[src/lshs_pkg.sv]
`timescale 1ns / 1ps
// ----------------------------------------------------------------------------
// lshs_pkg
// Shared types and constants of the limit switch homing sequencer: homing
// stage codes, motion command codes, speed modes, register indexes and the
// result record handed to the motion generator.
// ----------------------------------------------------------------------------
package lshs_pkg;

  // Field widths
  localparam int TimeW     = 32;
  localparam int DebounceW = 16;
  localparam int StepsW    = 24;
  localparam int HomePosW  = 31;
  localparam int PosW      = 32;
  localparam int CfgIdxW   = 3;
  localparam int CfgDataW  = 32;

  // Result slots per pass and the index that walks them
  localparam int NumSlots = 3;
  localparam int SlotIdxW = 2;

  // Register reset values
  localparam logic [DebounceW-1:0] DebounceReset = 16'd50;
  localparam logic [TimeW-1:0]     TimeoutReset  = 32'd30000;
  localparam logic [TimeW-1:0]     HoldReset     = 32'd10000;
  localparam logic [StepsW-1:0]    CoarseReset   = 24'd100000;
  localparam logic [StepsW-1:0]    BackoffReset  = 24'd1000;
  localparam logic [StepsW-1:0]    FineReset     = 24'd5000;
  localparam logic [HomePosW-1:0]  HomePosReset  = 31'd0;

  typedef enum logic [2:0] {
    STAGE_IDLE    = 3'd0,
    STAGE_COARSE  = 3'd1,
    STAGE_WAIT    = 3'd2,
    STAGE_BACKOFF = 3'd3,
    STAGE_FINE    = 3'd4
  } stage_t;

  typedef enum logic [2:0] {
    CMD_STOP  = 3'd0,
    CMD_RUN   = 3'd1,
    CMD_REL   = 3'd2,
    CMD_ABS   = 3'd3,
    CMD_HOME  = 3'd4,
    CMD_ABORT = 3'd5,
    CMD_START = 3'd6
  } cmd_t;

  typedef enum logic [1:0] {
    SPEED_NORMAL = 2'd0,
    SPEED_FAST   = 2'd1,
    SPEED_SLOW   = 2'd2
  } speed_t;

  typedef enum logic [CfgIdxW-1:0] {
    CFG_DEBOUNCE = 3'd0,
    CFG_TIMEOUT  = 3'd1,
    CFG_HOLD     = 3'd2,
    CFG_COARSE   = 3'd3,
    CFG_BACKOFF  = 3'd4,
    CFG_FINE     = 3'd5,
    CFG_HOME_POS = 3'd6
  } cfg_idx_t;

  typedef struct packed {
    cmd_t              cmd;
    logic [PosW-1:0]   pos;
    speed_t            spd;
  } result_t;

endpackage

[src/limit_switch_homing_sequencer.sv]
`timescale 1ns / 1ps
// ----------------------------------------------------------------------------
// limit_switch_homing_sequencer
// Debounces home switch events and sequences a homing run (coarse approach,
// wait for stop, fast backoff, slow fine approach) as motion commands.
// ----------------------------------------------------------------------------
// Usage:
//   Input channel (in_valid / in_stall) carries one control pass per request:
//   now_ms, switch_fell, at_target. Output channel (out_valid / out_stall)
//   carries the commands a pass causes, zero to two, in order; last marks
//   the final command of a pass. Registers are written through cfg_we,
//   cfg_index and cfg_data; the user must write them only while the block is
//   idle, which the block does not enforce; indexes past the list are ignored.
//   Flow: a request is held in the input register and is evaluated into
//   the result buffer once that buffer is empty or its last command is
//   being taken; the pass's first command is then valid in the result
//   buffer. The result buffer drains one command per cycle while the
//   receiver does not stall; the next pass is evaluated in the cycle its
//   predecessor's last command is taken.
//   When the receiver stalls, the current command holds; the input register
//   still takes one request and then raises in_stall.
//   Reset (rst, synchronous) restores register defaults, returns to idle,
//   clears the lockout and event times, and empties both buffers.
// ----------------------------------------------------------------------------
module limit_switch_homing_sequencer (
  input  logic                             clk,
  input  logic                             rst,
  // configuration write port
  input  logic                             cfg_we,
  input  logic [lshs_pkg::CfgIdxW-1:0]     cfg_index,
  input  logic [lshs_pkg::CfgDataW-1:0]    cfg_data,
  // input channel
  input  logic                             in_valid,
  output logic                             in_stall,
  input  logic [lshs_pkg::TimeW-1:0]       now_ms,
  input  logic                             switch_fell,
  input  logic                             at_target,
  // output channel
  output logic                             out_valid,
  input  logic                             out_stall,
  output logic [2:0]                       command,
  output logic signed [lshs_pkg::PosW-1:0] position_value,
  output logic [1:0]                       speed_mode,
  output logic                             last
);

  // Configuration registers
  logic [lshs_pkg::DebounceW-1:0] debounce_ms;
  logic [lshs_pkg::TimeW-1:0]     timeout_ms;
  logic [lshs_pkg::TimeW-1:0]     hold_ms;
  logic [lshs_pkg::StepsW-1:0]    coarse_steps;
  logic [lshs_pkg::StepsW-1:0]    backoff_steps;
  logic [lshs_pkg::StepsW-1:0]    fine_steps;
  logic [lshs_pkg::HomePosW-1:0]  home_position;

  // Sequencer state
  lshs_pkg::stage_t           stage, stage_mid, stage_next;
  logic                       going_home, going_home_next;
  logic [lshs_pkg::TimeW-1:0] last_event_time, homing_start_time;
  logic [lshs_pkg::TimeW-1:0] trigger_time, stop_time;

  // Input register
  logic                       inq_valid;
  logic [lshs_pkg::TimeW-1:0] inq_now;
  logic                       inq_sw;
  logic                       inq_at;

  // Result buffer
  lshs_pkg::result_t             batch [lshs_pkg::NumSlots];
  logic [lshs_pkg::SlotIdxW-1:0] batch_cnt, batch_idx;
  logic                          batch_valid;

  // Pass evaluation
  lshs_pkg::result_t             slot [lshs_pkg::NumSlots];
  logic [lshs_pkg::SlotIdxW-1:0] slot_cnt;
  logic                          in_accept, batch_take, batch_done, load;
  logic                          in_homing, ev_ok, ev_homing, start_homing;
  logic                          coarse_late, fine_late, lock_clear;
  lshs_pkg::result_t             out_rec;

  // Handshake
  assign in_accept  = in_valid && !in_stall;
  assign batch_take = batch_valid && !out_stall;
  assign batch_done = batch_take && (batch_idx == batch_cnt - 2'd1);
  assign load       = inq_valid && (!batch_valid || batch_done);
  assign in_stall   = inq_valid && !load;

  // Configuration writes
  always_ff @(posedge clk) begin
    if (rst) begin
      debounce_ms   <= lshs_pkg::DebounceReset;
      timeout_ms    <= lshs_pkg::TimeoutReset;
      hold_ms       <= lshs_pkg::HoldReset;
      coarse_steps  <= lshs_pkg::CoarseReset;
      backoff_steps <= lshs_pkg::BackoffReset;
      fine_steps    <= lshs_pkg::FineReset;
      home_position <= lshs_pkg::HomePosReset;
    end else if (cfg_we) begin
      unique case (cfg_index)
        lshs_pkg::CFG_DEBOUNCE: debounce_ms   <= cfg_data[lshs_pkg::DebounceW-1:0];
        lshs_pkg::CFG_TIMEOUT:  timeout_ms    <= cfg_data;
        lshs_pkg::CFG_HOLD:     hold_ms       <= cfg_data;
        lshs_pkg::CFG_COARSE:   coarse_steps  <= cfg_data[lshs_pkg::StepsW-1:0];
        lshs_pkg::CFG_BACKOFF:  backoff_steps <= cfg_data[lshs_pkg::StepsW-1:0];
        lshs_pkg::CFG_FINE:     fine_steps    <= cfg_data[lshs_pkg::StepsW-1:0];
        lshs_pkg::CFG_HOME_POS: home_position <= cfg_data[lshs_pkg::HomePosW-1:0];
        default: ;
      endcase
    end
  end

  // Capture a request into the input register
  always_ff @(posedge clk) begin
    if (rst) begin
      inq_valid <= 1'b0;
    end else if (in_accept) begin
      inq_valid <= 1'b1;
    end else if (load) begin
      inq_valid <= 1'b0;
    end
  end

  always_ff @(posedge clk) begin
    if (in_accept) begin
      inq_now <= now_ms;
      inq_sw  <= switch_fell;
      inq_at  <= at_target;
    end
  end

  // Decode the switch event and the timers
  assign in_homing    = (stage == lshs_pkg::STAGE_COARSE) || (stage == lshs_pkg::STAGE_WAIT) ||
                        (stage == lshs_pkg::STAGE_BACKOFF) || (stage == lshs_pkg::STAGE_FINE);
  assign ev_ok        = inq_sw &&
                        ((inq_now - last_event_time) >= {16'd0, debounce_ms});
  assign ev_homing    = ev_ok && in_homing;
  assign start_homing = ev_ok && !in_homing && !going_home;
  assign coarse_late  = (inq_now - homing_start_time) > timeout_ms;
  assign fine_late    = (inq_now - trigger_time) > timeout_ms;
  assign lock_clear   = (inq_now - stop_time) >= hold_ms;

  // Stage after the switch event
  always_comb begin
    stage_mid = stage;
    if (ev_homing) begin
      unique case (stage)
        lshs_pkg::STAGE_COARSE: stage_mid = lshs_pkg::STAGE_WAIT;
        lshs_pkg::STAGE_FINE:   stage_mid = lshs_pkg::STAGE_IDLE;
        default:                stage_mid = stage;
      endcase
    end
  end

  // Next stage and lockout
  always_comb begin
    stage_next = stage_mid;
    unique case (stage_mid)
      lshs_pkg::STAGE_COARSE:
        if (coarse_late) stage_next = lshs_pkg::STAGE_IDLE;
      lshs_pkg::STAGE_WAIT:
        if (inq_at) stage_next = lshs_pkg::STAGE_BACKOFF;
      lshs_pkg::STAGE_BACKOFF:
        if (inq_at) stage_next = lshs_pkg::STAGE_FINE;
      lshs_pkg::STAGE_FINE:
        if (fine_late) stage_next = lshs_pkg::STAGE_IDLE;
      default: ;
    endcase
    if (start_homing) stage_next = lshs_pkg::STAGE_COARSE;

    going_home_next = going_home;
    if (going_home && lock_clear) going_home_next = 1'b0;
    if (start_homing) going_home_next = 1'b1;
  end

  // Build the commands of the pass in order
  always_comb begin
    for (int i = 0; i < lshs_pkg::NumSlots; i++) begin
      slot[i] = '{cmd: lshs_pkg::CMD_STOP, pos: '0, spd: lshs_pkg::SPEED_NORMAL};
    end
    slot_cnt = '0;

    // switch event: stop, and set home when it ends the fine approach
    if (ev_homing || start_homing) begin
      slot[slot_cnt] = '{cmd: lshs_pkg::CMD_STOP, pos: '0, spd: lshs_pkg::SPEED_NORMAL};
      slot_cnt = slot_cnt + 2'd1;
    end
    if (ev_homing && (stage == lshs_pkg::STAGE_FINE)) begin
      slot[slot_cnt] = '{cmd: lshs_pkg::CMD_HOME, pos: {1'b0, home_position},
                         spd: lshs_pkg::SPEED_NORMAL};
      slot_cnt = slot_cnt + 2'd1;
    end

    // stage action
    unique case (stage_mid)
      lshs_pkg::STAGE_COARSE: begin
        if (coarse_late) begin
          slot[slot_cnt] = '{cmd: lshs_pkg::CMD_ABORT, pos: '0, spd: lshs_pkg::SPEED_NORMAL};
        end else begin
          slot[slot_cnt] = '{cmd: lshs_pkg::CMD_RUN, pos: '0, spd: lshs_pkg::SPEED_FAST};
        end
        slot_cnt = slot_cnt + 2'd1;
      end
      lshs_pkg::STAGE_WAIT: begin
        if (inq_at) begin
          slot[slot_cnt] = '{cmd: lshs_pkg::CMD_REL, pos: {8'd0, backoff_steps},
                             spd: lshs_pkg::SPEED_FAST};
        end else begin
          slot[slot_cnt] = '{cmd: lshs_pkg::CMD_RUN, pos: '0, spd: lshs_pkg::SPEED_FAST};
        end
        slot_cnt = slot_cnt + 2'd1;
      end
      lshs_pkg::STAGE_BACKOFF: begin
        if (inq_at) begin
          slot[slot_cnt] = '{cmd: lshs_pkg::CMD_ABS, pos: 32'd0 - {8'd0, fine_steps},
                             spd: lshs_pkg::SPEED_SLOW};
        end else begin
          slot[slot_cnt] = '{cmd: lshs_pkg::CMD_RUN, pos: '0, spd: lshs_pkg::SPEED_FAST};
        end
        slot_cnt = slot_cnt + 2'd1;
      end
      lshs_pkg::STAGE_FINE: begin
        if (fine_late) begin
          slot[slot_cnt] = '{cmd: lshs_pkg::CMD_ABORT, pos: '0, spd: lshs_pkg::SPEED_NORMAL};
        end else begin
          slot[slot_cnt] = '{cmd: lshs_pkg::CMD_RUN, pos: '0, spd: lshs_pkg::SPEED_SLOW};
        end
        slot_cnt = slot_cnt + 2'd1;
      end
      default: ;
    endcase

    // start of homing
    if (start_homing) begin
      slot[slot_cnt] = '{cmd: lshs_pkg::CMD_START, pos: 32'd0 - {8'd0, coarse_steps},
                         spd: lshs_pkg::SPEED_FAST};
      slot_cnt = slot_cnt + 2'd1;
    end
  end

  // Advance the sequencer state when a pass is evaluated
  always_ff @(posedge clk) begin
    if (rst) begin
      stage             <= lshs_pkg::STAGE_IDLE;
      going_home        <= 1'b0;
      last_event_time   <= '0;
      homing_start_time <= '0;
      trigger_time      <= '0;
      stop_time         <= '0;
    end else if (load) begin
      stage      <= stage_next;
      going_home <= going_home_next;
      if (ev_ok) last_event_time <= inq_now;
      if (ev_homing || start_homing) trigger_time <= inq_now;
      if (start_homing) begin
        homing_start_time <= inq_now;
        stop_time         <= inq_now;
      end
    end
  end

  // Result buffer control: load a pass, step through its commands, drop when done
  always_ff @(posedge clk) begin
    if (rst) begin
      batch_valid <= 1'b0;
      batch_cnt   <= '0;
      batch_idx   <= '0;
    end else if (load) begin
      batch_valid <= (slot_cnt != '0);
      batch_cnt   <= slot_cnt;
      batch_idx   <= '0;
    end else if (batch_done) begin
      batch_valid <= 1'b0;
    end else if (batch_take) begin
      batch_idx <= batch_idx + 2'd1;
    end
  end

  always_ff @(posedge clk) begin
    if (load) begin
      for (int i = 0; i < lshs_pkg::NumSlots; i++) begin
        batch[i] <= slot[i];
      end
    end
  end

  // Drive the output channel
  assign out_rec        = batch[batch_idx];
  assign out_valid      = batch_valid;
  assign command        = out_rec.cmd;
  assign position_value = out_rec.pos;
  assign speed_mode     = out_rec.spd;
  assign last           = (batch_idx == batch_cnt - 2'd1);

  // Checks
  a_idx_in_range: assert property (@(posedge clk) disable iff (rst)
    batch_valid |-> (batch_cnt != '0) && (batch_idx < batch_cnt))
    else $error("result index outside the loaded pass");

  a_start_enters_coarse: assert property (@(posedge clk) disable iff (rst)
    load && start_homing |=> (stage == lshs_pkg::STAGE_COARSE) && going_home)
    else $error("homing start did not enter coarse approach with lockout set");

  a_drain_empties: assert property (@(posedge clk) disable iff (rst)
    batch_done && !load |=> !out_valid)
    else $error("result buffer still valid after its last command");

  a_home_ends_run: assert property (@(posedge clk) disable iff (rst)
    load && ev_homing && (stage == lshs_pkg::STAGE_FINE) |=> (stage == lshs_pkg::STAGE_IDLE))
    else $error("set home did not return the sequencer to idle");

endmodule

[config.mk]
export PLATFORM = sky130hd
export DESIGN_NAME = limit_switch_homing_sequencer
export DESIGN_NICKNAME = d
export VERILOG_FILES = /design/src/lshs_pkg.sv /design/src/limit_switch_homing_sequencer.sv
export SDC_FILE = /design/constraint.sdc
export NUM_CORES = 1
export LEC_CHECK = 0
export BUFFER_PORTS_ARGS = -buffer_cell sky130_fd_sc_hd__buf_2
export CORE_ASPECT_RATIO = 1.25
export CORE_MARGIN = 1.5
export CORE_UTILIZATION = 55
export DETAILED_ROUTE_END_ITERATION = 10
export GPL_ROUTABILITY_DRIVEN = 0
export GPL_TIMING_DRIVEN = 0
export PLACE_DENSITY_LB_ADDON = 0.3
export SETUP_SLACK_MARGIN = 0.2
export SLEW_MARGIN = 20
export SYNTH_ARGS = -nofsm -noshare
export SYNTH_HDL_FRONTEND = slang
export SYNTH_SLANG_ARGS = --single-unit
export TNS_END_PERCENT = 30
[constraint.sdc]
create_clock -name clk -period 8.1 [get_ports clk]
set_clock_uncertainty 0.2 [all_clocks]
set_input_delay 0.405 -clock clk [delete_from_list [all_inputs] [get_ports clk]]
set_output_delay 0.405 -clock clk [all_outputs]
set_load 0.01 [all_outputs]
==> reports/results.tsv <==
stage	metric	value	unit
status	status	completed	
detailed_routing	routed via count divided by cell count	5.96	
placed_design	half-perimeter wire length of the detailed placement result	58000	um
cells_and_area	count of nets after finishing	3492	
placed_design	Setup WS pre-CTS	-203	ps
cells_and_area	share of final-layout standard cells stronger than drive strength 1	7.84	%
cells_and_area	post-layout instance count excluding filler cells	3818	
placed_design	total cell area at the placement stage	26800	sq um
synth	average footprint of a synthesized cell	8.52	sq um
floorplan	I/O pin total	114	
global_routing	wire length of the first global-routing pass	118000	um
clock_network	clock slew seen by the registers of the worst setup and hold paths	60	ps
synth	number of enable-type register cells in the synthesized netlist	138	
cells_and_area	synth-to-layout area growth	13.6	%
detailed_routing	DR DRC count	0	
setup_path	Critical Path End Type	flip-flop	
floorplan	placeable core region	45300	sq um
detailed_routing	aggregate routed wire length	75100	um
clock_network	clock tree buffer depth	3	
sta	Tcrit/Tclk final	94.2	%
sta	Worst Max-Slew Pin Slew	1060	ps
sta	final period demand of the worst path	7630	ps
detailed_routing	Post-DRT Antenna Nets	0	
cells_and_area	number of inserted filler cells in the final layout	3812	
synth	synth unique cells	85	
power_and_ir_drop	standby leakage power	11.4	nW
global_routing	number of antenna violations at the first check in global routing	1	
floorplan	FP Rows	87	
synth	area of the mapped netlist	25400	sq um
setup_path	CP required	8190	ps
worst_hold_path	class of the tightest hold or removal check	primary input to flip-flop	
setup_path	worst reg-to-reg setup slack	470	ps
sta	Slew HR	29.5	%
synth	main flop type after synthesis	sky130_fd_sc_hd__dfxtp_1	
sta	max frequency	0.131	GHz
floorplan	horizontal die dimension	195	um
placed_design	number of buffers added on ports	111	
power_and_ir_drop	areal power density over the cells	188	nW/um^2
floorplan	die height	243	um
detailed_routing	first-pass iteration count of the detailed router	9	
power_and_ir_drop	Max rail drop VDD	0.167	mV
global_routing	overall overflow remaining after global route	0	
cells_and_area	final design instance area without fill	28800	sq um
synth	proportion of synthesized chip area in sequential cells	39.3	%
cells_and_area	antenna fix cells	0	
clock_network	clock insertion delay at the later pin of the skew report	580	ps
global_routing	total routing usage reported by global routing	31.2	%
clock_network	number of sinks on the clock net	429	
setup_path	worst-path cell with the longest stage delay	sky130_fd_sc_hd__fa_1	
detailed_routing	via count of the routed design	22700	
clock_network	root buffer cell	sky130_fd_sc_hd__clkbuf_16	
sta	final worst slack	473	ps
placed_design	number of cells in the design after placement	3673	
clock_network	level count of the clock H-tree	2	
setup_path	Worst setup SP type	flip-flop	
sta	final number of setup-violating endpoints	0	
detailed_routing	DRC marker count from the first detailed-route iteration	1892	
synth	number of flip-flops and latches in the synthesized netlist	429	
synth	cells after synthesis	2978	
clock_network	CTS tree	yes	
cells_and_area	Finished Core Util	63.7	%
detailed_routing	routed length per placed instance	19.7	um
setup_path	CP max stage delay	430	ps
floorplan	starting density of the core	56.1	%
sta	worst hold margin	4.12	ps
synth	share of the synthesized area in the top cell type	23.0	%
setup_path	Max FO, Critical Path	10	
sta	setup repair after global routing missed its margin	false	
clock_network	CTS buffer count	43	
synth	top post-synthesis cells by area	sky130_fd_sc_hd__dfxtp_1 (23%), sky130_fd_sc_hd__edfxtp_1 (16%), sky130_fd_sc_hd__ha_1 (10%)	
synth	yosys warns	0	
job	max-capacitance violation count	0	
setup_path	Worst EP arrival	7720	ps
floorplan	total die area	47500	sq um
sta	final-report max-slew violation count	0	
setup_path	Crit Path Class	flip-flop to flip-flop	
global_routing	via count of the first global-routing pass	22700	
synth	Post-synth ARST share	0	%
sta	Final Hold Viols	0	
synth	most area-hungry cell type in the Yosys netlist	sky130_fd_sc_hd__dfxtp_1	
global_routing	pin count of the biggest net entering global routing	39	
[cell usage after synthesis (44+ instances only)]
cell type / count
sky130_fd_sc_hd__edfxtp_1: 138
sky130_fd_sc_hd__inv_1: 232
sky130_fd_sc_hd__nand4_1: 58
sky130_fd_sc_hd__o21ai_0: 140
sky130_fd_sc_hd__nor2_1: 173
sky130_fd_sc_hd__ha_1: 210
sky130_fd_sc_hd__a21o_1: 84
sky130_fd_sc_hd__clkbuf_1: 108
sky130_fd_sc_hd__mux2i_1: 92
sky130_fd_sc_hd__a21oi_1: 310
sky130_fd_sc_hd__dfxtp_1: 291
sky130_fd_sc_hd__xnor2_1: 86
sky130_fd_sc_hd__nand3_1: 44
sky130_fd_sc_hd__nand2_1: 503
[layout make-up]
type,instances,area [sq um],share of cell area [%]
plain buffers,138,583,2.02
inverters,235,882,3.06
flip-flops and latches,429,9970,34.6
multi-input cells,2177,14000,48.6
clock inverters,22,179,0.620
well taps,578,723,2.51
clock buffers,58,1200,4.17
repair buffers,181,1290,4.48
[worst paths after layout]
check                                       from                              to  cells past startpoint
setup reg to reg            inq_now[0]$_DFFE_PP_          batch[0][33]$_DFFE_PP_                     28
hold reg to reg   home_position[30]$_SDFFE_PP0P_  home_position[30]$_SDFFE_PP0P_                      2
setup / recovery            inq_now[0]$_DFFE_PP_          batch[0][33]$_DFFE_PP_                     28
hold / removal                       cfg_data[5]   home_position[5]$_SDFFE_PP0P_                      3
[per-layer routing]
layer	routed length, um	GRT usage [%]
met5	0	0
met3	4770	3.93
met2	37400	57.1
met1	27800	33.9
met4	5070	19.5
[sequential cells by signal, indices dropped and copies added, names as in the netlist, named ones only]
name and flops:
stop_time 32, last_event_time 32, inq_at 1, coarse_steps 24, timeout_ms 32, trigger_time 32
going_home 1, home_position 31, debounce_ms 16, batch_idx 2, inq_sw 1, fine_steps 24
inq_valid 1, batch 104, backoff_steps 24, inq_now 32, stage 3, out_valid 1
batch_cnt 2, hold_ms 32
[worst max-delay path: cells and delay by family, from the launching register on]
| family | cells | cell delay (ps) |
|---|---|---|
| AOI/OAI and AO/OA | 12 | 3050 |
| adders and majority gates | 4 | 1240 |
| and+or+nand+nor | 7 | 1230 |
| buffers and inverters | 4 | 1080 |
| DFF | 1 | 400 |
| xor gates and xnor gates | 1 | 140 |
[what timing repair did]
| action | CTS | global route |
|---|---|---|
| setup endpoints to repair | 57 | 77 |
| buffers inserted | 0 | 1 |
| hold endpoints to repair | 170 | 0 |
| pin swaps | 0 | 0 |
| gates resized for setup | 5 | 9 |
| gates cloned | 0 | 0 |
| hold buffers | 64 | 0 |
[cell families (layout without fill, tap and decap cells)]
family                     after synthesis  count (layout)  share of synthesized area [%]
adders and majority gates              213             213                           10.6
muxes                                   94              94                           3.73
other                                    1               2                         0.0148
DFF                                    429             429                           39.3
buffers and inverters                  373             634                           5.73
AOI/OAI and AO/OA                      752             752                           18.8
and+or+nand+nor                        996             996                           17.8
xor gates and xnor gates               120             120                           4.14
[metrics by stage]
| stage | setup TNS, ps | total power [mW] |
|---|---|---|
| 3_5_place_dp | -2100 | 3.44 |
| 5_1_grt | 0 | 5.65 |
| 6_report | 0 | 5.43 |
| 2_1_floorplan | 0 | 3.12 |
| 3_3_place_gp | -95.8 | 3.39 |
| 4_1_cts | 0 | 5.41 |
[power breakdown]
group          leakage (nW)  internal, mW  switching (mW)
logic                  6.99         0.432           0.650
clock network         0.679          1.09           0.895
registers              3.69          2.31          0.0567
[cells in the final DEF, fill, tap and decap left out, drive strengths merged, types with 8 or more instances in the layout]
| cell type | count |
|---|---|
| xnor2 | 86 |
| o211ai | 32 |
| buf | 145 |
| xor2 | 34 |
| o221ai | 13 |
| mux2i | 92 |
| o21ai | 143 |
| a2111oi | 8 |
| or3 | 12 |
| a211oi | 18 |
| ha | 210 |
| nor3 | 45 |
| a21oi | 311 |
| o21a | 16 |
| nand3 | 46 |
| or2 | 9 |
| o21bai | 9 |
| nand4 | 58 |
| o22ai | 9 |
| inv | 236 |
| dfxtp | 291 |
| clkbuf | 168 |
| a222oi | 17 |
| nand2b | 29 |
| and2 | 26 |
| a221o | 18 |
| edfxtp | 138 |
| dlygate4sd3 | 64 |
| clkinv | 18 |
| nand2 | 503 |
| a21o | 84 |
| o31ai | 9 |
| nor4 | 16 |
| nor2 | 173 |
| o2bb2ai | 16 |
| nor2b | 33 |
| and3 | 19 |
No activity file was read; power rests on OpenSTA's default activity.
